### src/hdl/btlm_pkg.sv
// Package for the truncated linear min-sum message block.
// Holds sequencer states, register map codes, field widths and reset values.
// No dependencies.
package btlm_pkg;

    typedef enum logic [2:0] {
        ST_LOAD,
        ST_FWD,
        ST_BWD,
        ST_BASE,
        ST_EMIT
    } t_state;

    typedef logic [1:0] t_reg_idx;

    localparam t_reg_idx REG_LABEL_COUNT = 2'd0;
    localparam t_reg_idx REG_SLOPE       = 2'd1;
    localparam t_reg_idx REG_TRUNC_COST  = 2'd2;

    localparam int CFG_AW  = 4;
    localparam int CFG_DW  = 32;
    localparam int LC_W    = 7;
    localparam int SLOPE_W = 16;
    localparam int TRUNC_W = 17;
    localparam int OUT_W   = 18;
    localparam int LABEL_W = 6;

    localparam logic [LC_W-1:0]    LABEL_COUNT_RST = 7'd16;
    localparam logic [SLOPE_W-1:0] SLOPE_RST       = 16'd16;
    localparam logic [TRUNC_W-1:0] TRUNC_COST_RST  = 17'd32;

endpackage

### src/hdl/btlm_relax.sv
// Shared relaxation unit of the distance-transform passes: min(prev + slope, cur).
// Depends on btlm_pkg for the slope width.
module btlm_relax
    import btlm_pkg::*;
#(
    parameter int SW = 18,
    parameter int EW = 19
) (
    input  logic signed [SW-1:0]      i_prev,
    input  logic        [SLOPE_W-1:0] i_slope,
    input  logic signed [SW-1:0]      i_cur,
    output logic signed [SW-1:0]      o_min
);

    logic signed [EW-1:0] cand;
    logic signed [EW-1:0] cur_x;

    assign cand  = {{(EW-SW){i_prev[SW-1]}}, i_prev} + {{(EW-SLOPE_W){1'b0}}, i_slope};
    assign cur_x = {{(EW-SW){i_cur[SW-1]}}, i_cur};
    assign o_min = (cand < cur_x) ? cand[SW-1:0] : i_cur;

endmodule

### src/hdl/bp_truncated_linear_message.sv
// Min-sum belief propagation message with truncated linear pairwise cost.
// Depends on btlm_pkg and btlm_relax.
//
// One label is taken per transaction while the block is loading; i_valid and
// o_ready accept it and nothing is returned until the label count is reached.
// The label count is sampled as each label arrives. A message of n labels then
// runs a forward pass, a backward pass, a state that fixes the normalising base
// and an emit burst of n results. The cost buffer has a single read port, and
// both passes share the one relax unit. o_ready stays low from the last label
// until the final result has been handed to the output register. Costs are fixed
// point with four fraction bits; results saturate to 18 bits. Configuration goes
// through the APB port at byte addresses 0 (label_count), 4 (slope) and 8
// (trunc_cost).
module bp_truncated_linear_message
    import btlm_pkg::*;
#(
    parameter int MAX_LABELS = 64,
    parameter int COST_BITS  = 16
) (
    input  logic                        i_clk,
    input  logic                        i_rst_n,
    input  logic                        i_valid,
    output logic                        o_ready,
    input  logic signed [COST_BITS-1:0] i_msg_a,
    input  logic signed [COST_BITS-1:0] i_msg_b,
    input  logic signed [COST_BITS-1:0] i_msg_c,
    input  logic signed [COST_BITS-1:0] i_unary_cost,
    output logic                        o_valid,
    input  logic                        i_ready,
    output logic signed [OUT_W-1:0]     o_cost,
    output logic        [LABEL_W-1:0]   o_label_index,
    output logic                        o_last,
    input  logic                        psel,
    input  logic                        penable,
    input  logic                        pwrite,
    input  logic        [CFG_AW-1:0]    paddr,
    input  logic        [CFG_DW-1:0]    pwdata,
    output logic        [CFG_DW-1:0]    prdata,
    output logic                        pready
);

    localparam int SW = COST_BITS + 2;
    localparam int EW = ((SW > TRUNC_W + 1) ? SW : TRUNC_W + 1) + 1;
    localparam int DW = (SW + 1 > OUT_W + 1) ? SW + 1 : OUT_W + 1;
    localparam int IW = (MAX_LABELS > 1) ? $clog2(MAX_LABELS) : 1;
    localparam int CW = $clog2(MAX_LABELS + 1);
    localparam int NW = (CW > LC_W) ? CW : LC_W;

    localparam logic signed [SW-1:0] MIN_RST = {1'b0, {(SW-1){1'b1}}};
    localparam logic signed [DW-1:0] OUT_HI  = {{(DW-OUT_W+1){1'b0}}, {(OUT_W-1){1'b1}}};
    localparam logic signed [DW-1:0] OUT_LO  = ~OUT_HI;

    t_state                     r_state, n_state;
    logic        [LC_W-1:0]     r_label_count;
    logic        [SLOPE_W-1:0]  r_slope;
    logic        [TRUNC_W-1:0]  r_trunc;
    logic        [CW-1:0]       r_load_cnt;
    logic signed [SW-1:0]       r_min;
    logic        [CW-1:0]       r_n;
    logic signed [SW-1:0]       r_prev;
    logic signed [EW-1:0]       r_cap;
    logic signed [SW-1:0]       r_base;
    logic        [IW-1:0]       r_idx;
    logic        [CW-1:0]       r_left;
    logic                       r_pv;
    logic        [IW-1:0]       r_pidx;
    logic signed [SW-1:0]       r_rdata;
    logic signed [SW-1:0]       mem [MAX_LABELS];
    logic                       r_out_vld;
    logic signed [OUT_W-1:0]    r_cost;
    logic        [LABEL_W-1:0]  r_label;
    logic                       r_last;

    logic                       cfg_wr;
    logic                       in_acc;
    logic        [NW-1:0]       lc_x;
    logic        [CW-1:0]       n_eff;
    logic        [CW-1:0]       cnt_inc;
    logic                       last_load;
    logic signed [SW-1:0]       sum;
    logic signed [SW-1:0]       relax_out;
    logic signed [EW-1:0]       rdata_x;
    logic signed [EW-1:0]       prev_x;
    logic signed [SW-1:0]       clamped;
    logic signed [DW-1:0]       diff;
    logic signed [OUT_W-1:0]    sat;
    logic                       can_load;
    logic                       take;
    logic                       rd_en;
    logic                       wr_en;
    logic        [IW-1:0]       wr_addr;
    logic signed [SW-1:0]       wr_data;
    logic                       pass_done;

    // Configuration port
    assign pready = 1'b1;
    assign cfg_wr = psel & penable & pwrite & pready;

    always_ff @(posedge i_clk) begin
        if (!i_rst_n) begin
            r_label_count <= LABEL_COUNT_RST;
            r_slope       <= SLOPE_RST;
            r_trunc       <= TRUNC_COST_RST;
        end else if (cfg_wr) begin
            unique case (paddr[3:2])
                REG_LABEL_COUNT: r_label_count <= pwdata[LC_W-1:0];
                REG_SLOPE:       r_slope       <= pwdata[SLOPE_W-1:0];
                REG_TRUNC_COST:  r_trunc       <= pwdata[TRUNC_W-1:0];
                default: ;
            endcase
        end
    end

    always_comb begin
        unique case (paddr[3:2])
            REG_LABEL_COUNT: prdata = {{(CFG_DW-LC_W){1'b0}}, r_label_count};
            REG_SLOPE:       prdata = {{(CFG_DW-SLOPE_W){1'b0}}, r_slope};
            REG_TRUNC_COST:  prdata = {{(CFG_DW-TRUNC_W){1'b0}}, r_trunc};
            default:         prdata = '0;
        endcase
    end

    // Load side
    assign o_ready = (r_state == ST_LOAD);
    assign in_acc  = i_valid & o_ready;

    assign lc_x = NW'(r_label_count);
    always_comb begin
        priority if (lc_x < NW'(2)) begin
            n_eff = CW'(2);
        end else if (lc_x > NW'(MAX_LABELS)) begin
            n_eff = CW'(MAX_LABELS);
        end else begin
            n_eff = CW'(lc_x);
        end
    end

    assign cnt_inc   = r_load_cnt + 1'b1;
    assign last_load = (cnt_inc >= n_eff);

    assign sum = {{2{i_msg_a[COST_BITS-1]}}, i_msg_a}
               + {{2{i_msg_b[COST_BITS-1]}}, i_msg_b}
               + {{2{i_msg_c[COST_BITS-1]}}, i_msg_c}
               + {{2{i_unary_cost[COST_BITS-1]}}, i_unary_cost};

    // Shared relax unit
    btlm_relax #(
        .SW (SW),
        .EW (EW)
    ) u_relax (
        .i_prev  (r_prev),
        .i_slope (r_slope),
        .i_cur   (r_rdata),
        .o_min   (relax_out)
    );

    // Emit arithmetic: clamp to the cap, subtract the base, saturate
    assign rdata_x = {{(EW-SW){r_rdata[SW-1]}}, r_rdata};
    assign prev_x  = {{(EW-SW){r_prev[SW-1]}}, r_prev};
    assign clamped = (rdata_x > r_cap) ? r_cap[SW-1:0] : r_rdata;
    assign diff    = {{(DW-SW){clamped[SW-1]}}, clamped} - {{(DW-SW){r_base[SW-1]}}, r_base};

    always_comb begin
        priority if (diff > OUT_HI) begin
            sat = OUT_HI[OUT_W-1:0];
        end else if (diff < OUT_LO) begin
            sat = OUT_LO[OUT_W-1:0];
        end else begin
            sat = diff[OUT_W-1:0];
        end
    end

    assign can_load  = ~r_out_vld | i_ready;
    assign take      = (r_state == ST_EMIT) & r_pv & can_load;
    assign pass_done = r_pv & (r_left == '0);

    // Sequencer
    always_ff @(posedge i_clk) begin
        if (!i_rst_n) begin
            r_state <= ST_LOAD;
        end else begin
            r_state <= n_state;
        end
    end

    always_comb begin
        n_state = r_state;
        rd_en   = 1'b0;
        wr_en   = 1'b0;
        wr_addr = r_pidx;
        wr_data = relax_out;
        unique case (r_state)
            ST_LOAD: begin
                wr_addr = r_load_cnt[IW-1:0];
                wr_data = sum;
                if (in_acc) begin
                    wr_en = 1'b1;
                    if (last_load) begin
                        n_state = ST_FWD;
                    end
                end
            end
            ST_FWD, ST_BWD: begin
                rd_en = (r_left != '0);
                wr_en = r_pv;
                if (pass_done) begin
                    n_state = (r_state == ST_FWD) ? ST_BWD : ST_BASE;
                end
            end
            ST_BASE: begin
                n_state = ST_EMIT;
            end
            ST_EMIT: begin
                rd_en = (r_left != '0) & (~r_pv | take);
                if (take && r_left == '0) begin
                    n_state = ST_LOAD;
                end
            end
            default: n_state = ST_LOAD;
        endcase
    end

    // Cost buffer
    always_ff @(posedge i_clk) begin
        if (wr_en) begin
            mem[wr_addr] <= wr_data;
        end
        if (rd_en) begin
            r_rdata <= mem[r_idx];
        end
    end

    // Control registers of the passes
    always_ff @(posedge i_clk) begin
        if (!i_rst_n) begin
            r_load_cnt <= '0;
            r_min      <= MIN_RST;
            r_pv       <= 1'b0;
            r_out_vld  <= 1'b0;
        end else begin
            if (in_acc) begin
                r_load_cnt <= last_load ? '0 : cnt_inc;
                if (sum < r_min) begin
                    r_min <= sum;
                end
            end
            if (r_state == ST_FWD && pass_done) begin
                r_min <= MIN_RST;
            end

            if (rd_en) begin
                r_pv <= 1'b1;
            end else if (r_state == ST_EMIT) begin
                r_pv <= r_pv & ~take;
            end else begin
                r_pv <= 1'b0;
            end

            if (take) begin
                r_out_vld <= 1'b1;
            end else if (i_ready) begin
                r_out_vld <= 1'b0;
            end
        end
    end

    // Datapath registers
    always_ff @(posedge i_clk) begin
        if (in_acc && r_load_cnt == '0) begin
            r_prev <= sum;
        end
        if ((r_state == ST_FWD || r_state == ST_BWD) && r_pv) begin
            r_prev <= relax_out;
        end
        if (r_state == ST_FWD) begin
            r_cap <= {{(EW-SW){r_min[SW-1]}}, r_min} + {{(EW-TRUNC_W){1'b0}}, r_trunc};
        end
        if (r_state == ST_BASE) begin
            r_base <= (prev_x > r_cap) ? r_cap[SW-1:0] : r_prev;
        end

        if (rd_en) begin
            r_pidx <= r_idx;
            r_left <= r_left - 1'b1;
            r_idx  <= (r_state == ST_BWD) ? r_idx - 1'b1 : r_idx + 1'b1;
        end
        if (in_acc && last_load) begin
            r_n    <= n_eff;
            r_idx  <= IW'(1);
            r_left <= n_eff - 1'b1;
        end
        if (r_state == ST_FWD && pass_done) begin
            r_idx  <= IW'(r_n - CW'(2));
            r_left <= r_n - 1'b1;
        end
        if (r_state == ST_BASE) begin
            r_idx  <= '0;
            r_left <= r_n;
        end

        if (take) begin
            r_cost  <= sat;
            r_label <= LABEL_W'(r_pidx);
            r_last  <= (r_left == '0);
        end
    end

    assign o_valid       = r_out_vld;
    assign o_cost        = r_cost;
    assign o_label_index = r_label;
    assign o_last        = r_last;

endmodule

### config.mk
export PLATFORM = sky130hd
export DESIGN_NAME = bp_truncated_linear_message
export DESIGN_NICKNAME = d
export VERILOG_FILES = /design/src/hdl/btlm_pkg.sv /design/src/hdl/btlm_relax.sv /design/src/hdl/bp_truncated_linear_message.sv
export SDC_FILE = /design/constraint.sdc
export NUM_CORES = 2
export LEC_CHECK = 0
export ABC_AREA = 1
export BUFFER_PORTS_ARGS = -buffer_cell sky130_fd_sc_hd__buf_2
export CAP_MARGIN = 15
export CORE_MARGIN = 2
export CORE_UTILIZATION = 55
export CTS_CLUSTER_DIAMETER = 60
export CTS_CLUSTER_SIZE = 40
export DETAILED_ROUTE_END_ITERATION = 12
export PLACE_DENSITY = 0.86
export SLEW_MARGIN = 20
export SYNTH_ARGS = -nofsm -noshare
export SYNTH_HDL_FRONTEND = slang
export SYNTH_SLANG_ARGS = --single-unit
export TNS_END_PERCENT = 5
### constraint.sdc
create_clock -name i_clk -period 5.3 [get_ports i_clk]
set_clock_uncertainty 0.15 [all_clocks]
set_input_delay 0 -clock i_clk [delete_from_list [all_inputs] [get_ports i_clk]]
set_output_delay 0 -clock i_clk [all_outputs]
set_load 0.005 [all_outputs]
==> impl.org <==
** Critical path
- Along the worst path, the maximum fanout reaches 44.
- STA classifies the critical path startpoint as a register.
- Required time of the critical path :: 5600 ps
- The critical path is of the register to register type.
- Endpoint class of the critical path :: register
- Data on the critical path arrives at its endpoint at 5080 ps.

** Global route
- The number of global-route vias before repair is 42500.
- The first global-routing pass estimated 252 mm of wire.
- The initial antenna violation count is 3.
- Global routing consumed, over all layers together, 29.6% of the routing resources.
- Remaining global-route overflow :: 0
- Entering global routing, the biggest net connects 165 pins.

** Synthesis
- For this run, asynchronously set or reset flops after synthesis account for 0%.
- The synthesized design contains 1270 enable-type register cells.
- Synthesis handed over a netlist of 5295 instances.
- Mapped Area :: 60300 um2
- Summing the areas of all and, or, nand and nor instances in the mapped netlist gives 11.3% of the synthesized area.
- Area fraction in compound gates after synthesis :: 13.4%
- Xor and xnor area share after synthesis :: 0.941%
- Synth Area per Inst :: 11.4 um2
- The synthesized netlist devotes 4.46% of its cell area to adder and majority cells.
- Combinational family with the most area after synthesis :: compound AO/OA/AOI/OAI gates
- Area share of the leading cell type in the synthesized netlist :: 63.2%
- The synthesized design contains 1346 register bits.
- For this run, the number of Yosys warnings is 0.
- edfxtp_1 takes more of the synthesized area than any other cell.
- The synthesized netlist contains 58 unique library cells.
- The commonest cells after synthesis are 1270 x edfxtp_1, 949 x nor2_1, 812 x o21ai_0, 451 x nand2_1, 310 x o22ai_1.
- Yosys attributes the largest share of cell area to edfxtp_1 63%, o21ai_0 6.7%, nor2_1 5.9%, ha_1 3.2%, o22ai_1 3.2%.
- Top FF cell, synth :: edfxtp_1
- Among all cell types in the netlist, the one instantiated most often is edfxtp_1.
- The portion of synthesized area spent on multiplexers is 0.0166%.
- Post-synthesis sequential area ratio :: 65.7%

** Clock network
- For this design, the sink count on the clock tree is 1346.
- After clock tree synthesis, the clock-pin slew on the worst setup and hold paths is 90 ps.
- Insertion delay of the later-clocked pin in the worst-skew pair :: 720 ps
- Maximum root-to-sink buffer count :: 3
- Counting the buffers created by CTS gives 86.
- CTS placed an instance of clkbuf_16 at the clock tree root.
- Number of levels the H-tree was split into :: 3
- Number of gates given a new drive strength after cts :: 0
- TritonCTS built the clock tree.

** Pwr
- Leak Pwr :: 23.9 nW
- Of the total power, the share spent switching nets is 44.2%.
- Across the VDD grid, the largest voltage drop is 0.766 mV.
- In this run the power spent charging and discharging nets is 21.9 mW.
- Internal Power :: 27.7 mW
- In this run the power density over the cells is 741 nW/um2.
- In this run, the combinational gates consume 47.8% of the power.
- The clock network is responsible for 15.8% of the overall power.
- Registers are responsible for 36.4% of the overall power.

** Route
- Ratio of routed vias to standard cells :: 6.45
- After detailed routing, the average wire length per cell comes to 24.7 um.
- Number of design rule violations left after detail routing :: 0
- The detailed router placed 44500 vias in this run.
- Number of antenna-violating nets in the routed design :: 0
- Total wirelength of the detailed-routed design :: 171 mm
- The first detailed-routing pass ran for 9 iterations.
- Number of DRC markers after the initial detailed-route iteration :: 7261

** Floorplan
- Number of rows created at floorplan :: 121
- Die extent in x :: 335 um
- The floorplan step defined a die boundary enclosing 112000 um2.
- The floorplan step defined a core boundary enclosing 109000 um2.
- During I/O placement, the number of pins put on the boundary was 167.
- Measured along the y axis, the die boundary spans 335 um.
- The initial utilization of the core area, before any placement, comes to 55.4%.

** Timing
- In this run the tightest slew margin relative to its limit is 28.6%.
- Max Clk Rate :: 209 MHz
- Setup violations remaining at the end of the flow were counted as 0.
- The count of pins over their slew limit is 0.
- Adding up every negative setup slack in the final design gives 0 ps.
- The routed design could run at a clock period as short as 4780 ps.
- At the pin with the least slew margin, the transition time is 1070 ps.
- RSZ-0062 raised after global routing :: no
- Setup WS post-layout :: 517 ps
- Crit share post-route :: 90.3%
- The total count of hold-check failures in the final report was 0.

** Finish
- Total of fill cells in the finished design :: 7733
- Final cell area excluding filler cells :: 66900 um2
- Layout Utilization :: 61.5%
- The repair_antennas step left the layout with diodes totalling 0.
- The area growth from synthesis to layout is 10.9%.
- Fraction of final layout cells sized beyond drive strength 1 :: 9.65%
- For this run, the post-layout net count is 5720.
- Number of non-filler instances in the completed layout :: 6906

** Place
- Number of cells in the design after placement :: 6694
- Setup Slack @ Placement :: 540 ps
- Final weighted congestion in routability-driven placement :: 0.987
- Post-detailed-placement half-perimeter wirelength :: 99.3 mm
- Input and output buffers added on the ports amount to 133.
- The placed instances occupy a cell area of 63100 um2.

** Run
- Max-cap violations in this run came to 0.

** Worst hold path
- Worst min path class :: input pin to register

** Outcome
- The run finished with clean final reports.
## cell usage in the layout (no fill, tap or decap), types with 15 or more instances in the layout
cell type	count
dlygate4sd3_1	51
nand3_1	157
edfxtp_1	1270
nand2_1	444
o21ai_1	53
o221ai_1	23
buf_4	106
dfxtp_1	71
clkbuf_16	89
ha_1	156
o211ai_1	68
xnor2_1	17
nand4_1	27
o21ai_0	801
buf_12	37
nor2_1	942
nand2_2	23
conb_1	16
o21bai_1	16
a21oi_1	109
buf_2	133
inv_1	242
fa_1	37
xor2_1	46
inv_2	15
o22ai_1	310
## power by group through the flow
stage / combinational [mW] / clock [mW] / sequential, mW
CTS: 22.9 / 7.85 / 18.0
detailed placement: 22.6 / 0 / 18.2
floorplan: 14.3 / 0 / 18.3
global route: 25.4 / 8.24 / 18.1
finish: 23.7 / 7.86 / 18.0
global placement: 21.7 / 0 / 18.2
## registers in the layout, indices dropped and copies added (netlist names), 17 cells and up
register  count
mem        1152
o_cost       18
r_base       18
r_cap        19
r_min        18
r_prev       18
r_rdata      18
r_trunc      17
## path summary, 6_finish.rpt
path,from,end,slack (ps),cells after the start
worst max-delay path,r_slope[0],mem[11][9],520,22
worst min-delay path,pwdata[5],lc_x[5],30,4
worst min register to register,r_min[3],r_min[3],330,2
worst max register to register,r_slope[0],mem[11][9],520,22
## routing by layer
layer  part of all wire (%)  wire length (um)  track usage (%)  up-vias
met3                     14             24200             8.01      668
li1                       -                 -                -    19300
met4                    6.1             10500             15.8        4
met1                     34             58100             37.5    21000
met2                     46             77700             46.6     3490
met5                  0.077               131            0.782        -
## critical path, cell delays in order (launching register included)
cell and delay, ps:
dfxtp_1 440, ha_1 210, inv_1 70, fa_1 390
nand3b_1 170, nand2_1 110, a21oi_1 130, o21ai_0 400
nand3_1 170, nand2_1 110, a21oi_1 70, ha_1 350
nand2_1 70, inv_1 60, nand3_1 80, nor2_1 210
o21ai_0 170, nand4_1 140, buf_4 220, nand3_1 120
nand3_1 170, o21ai_4 250, buf_12 270
## kinds of logic (layout without fill, tap and decap cells)
| kind of cell | after synthesis | in the layout |
|---|---|---|
| xor+xnor | 64 | 64 |
| buf+inv | 568 | 751 |
| fa+ha+maj | 193 | 193 |
| flops | 1346 | 1346 |
| simple gates | 1672 | 1672 |
| mux | 1 | 1 |
| compound gates | 1449 | 1449 |
| other cells | 2 | 16 |
## per-stage QoR
stage | hold WS, ps | power [mW]
6_report | 27.1 | 49.6
5_1_grt | 96.5 | 51.7
3_3_place_gp | 92.2 | 39.8
4_1_cts | 16.1 | 48.7
3_5_place_dp | 103 | 40.8
2_1_floorplan | -23.7 | 32.6
## cell type report
cell class | instances | area (um2) | area share (%)
Clock inverter | 67 | 1060 | 1.58
Timing Repair Buffer | 328 | 2730 | 4.07
Multi-Input combinational cell | 3395 | 18500 | 27.6
Inverter | 263 | 1010 | 1.50
Clock buffer | 93 | 2240 | 3.35
Tap cell | 1414 | 1770 | 2.64
Sequential cell | 1346 | 39700 | 59.3
## timing repair
| action | in CTS | in global routing |
|---|---|---|
| setup buffers | 0 | 0 |
| hold buffers | 51 | 0 |
| endpoints found under the hold margin | 64 | 0 |
Note: power is estimated with default switching activity, not from simulation.
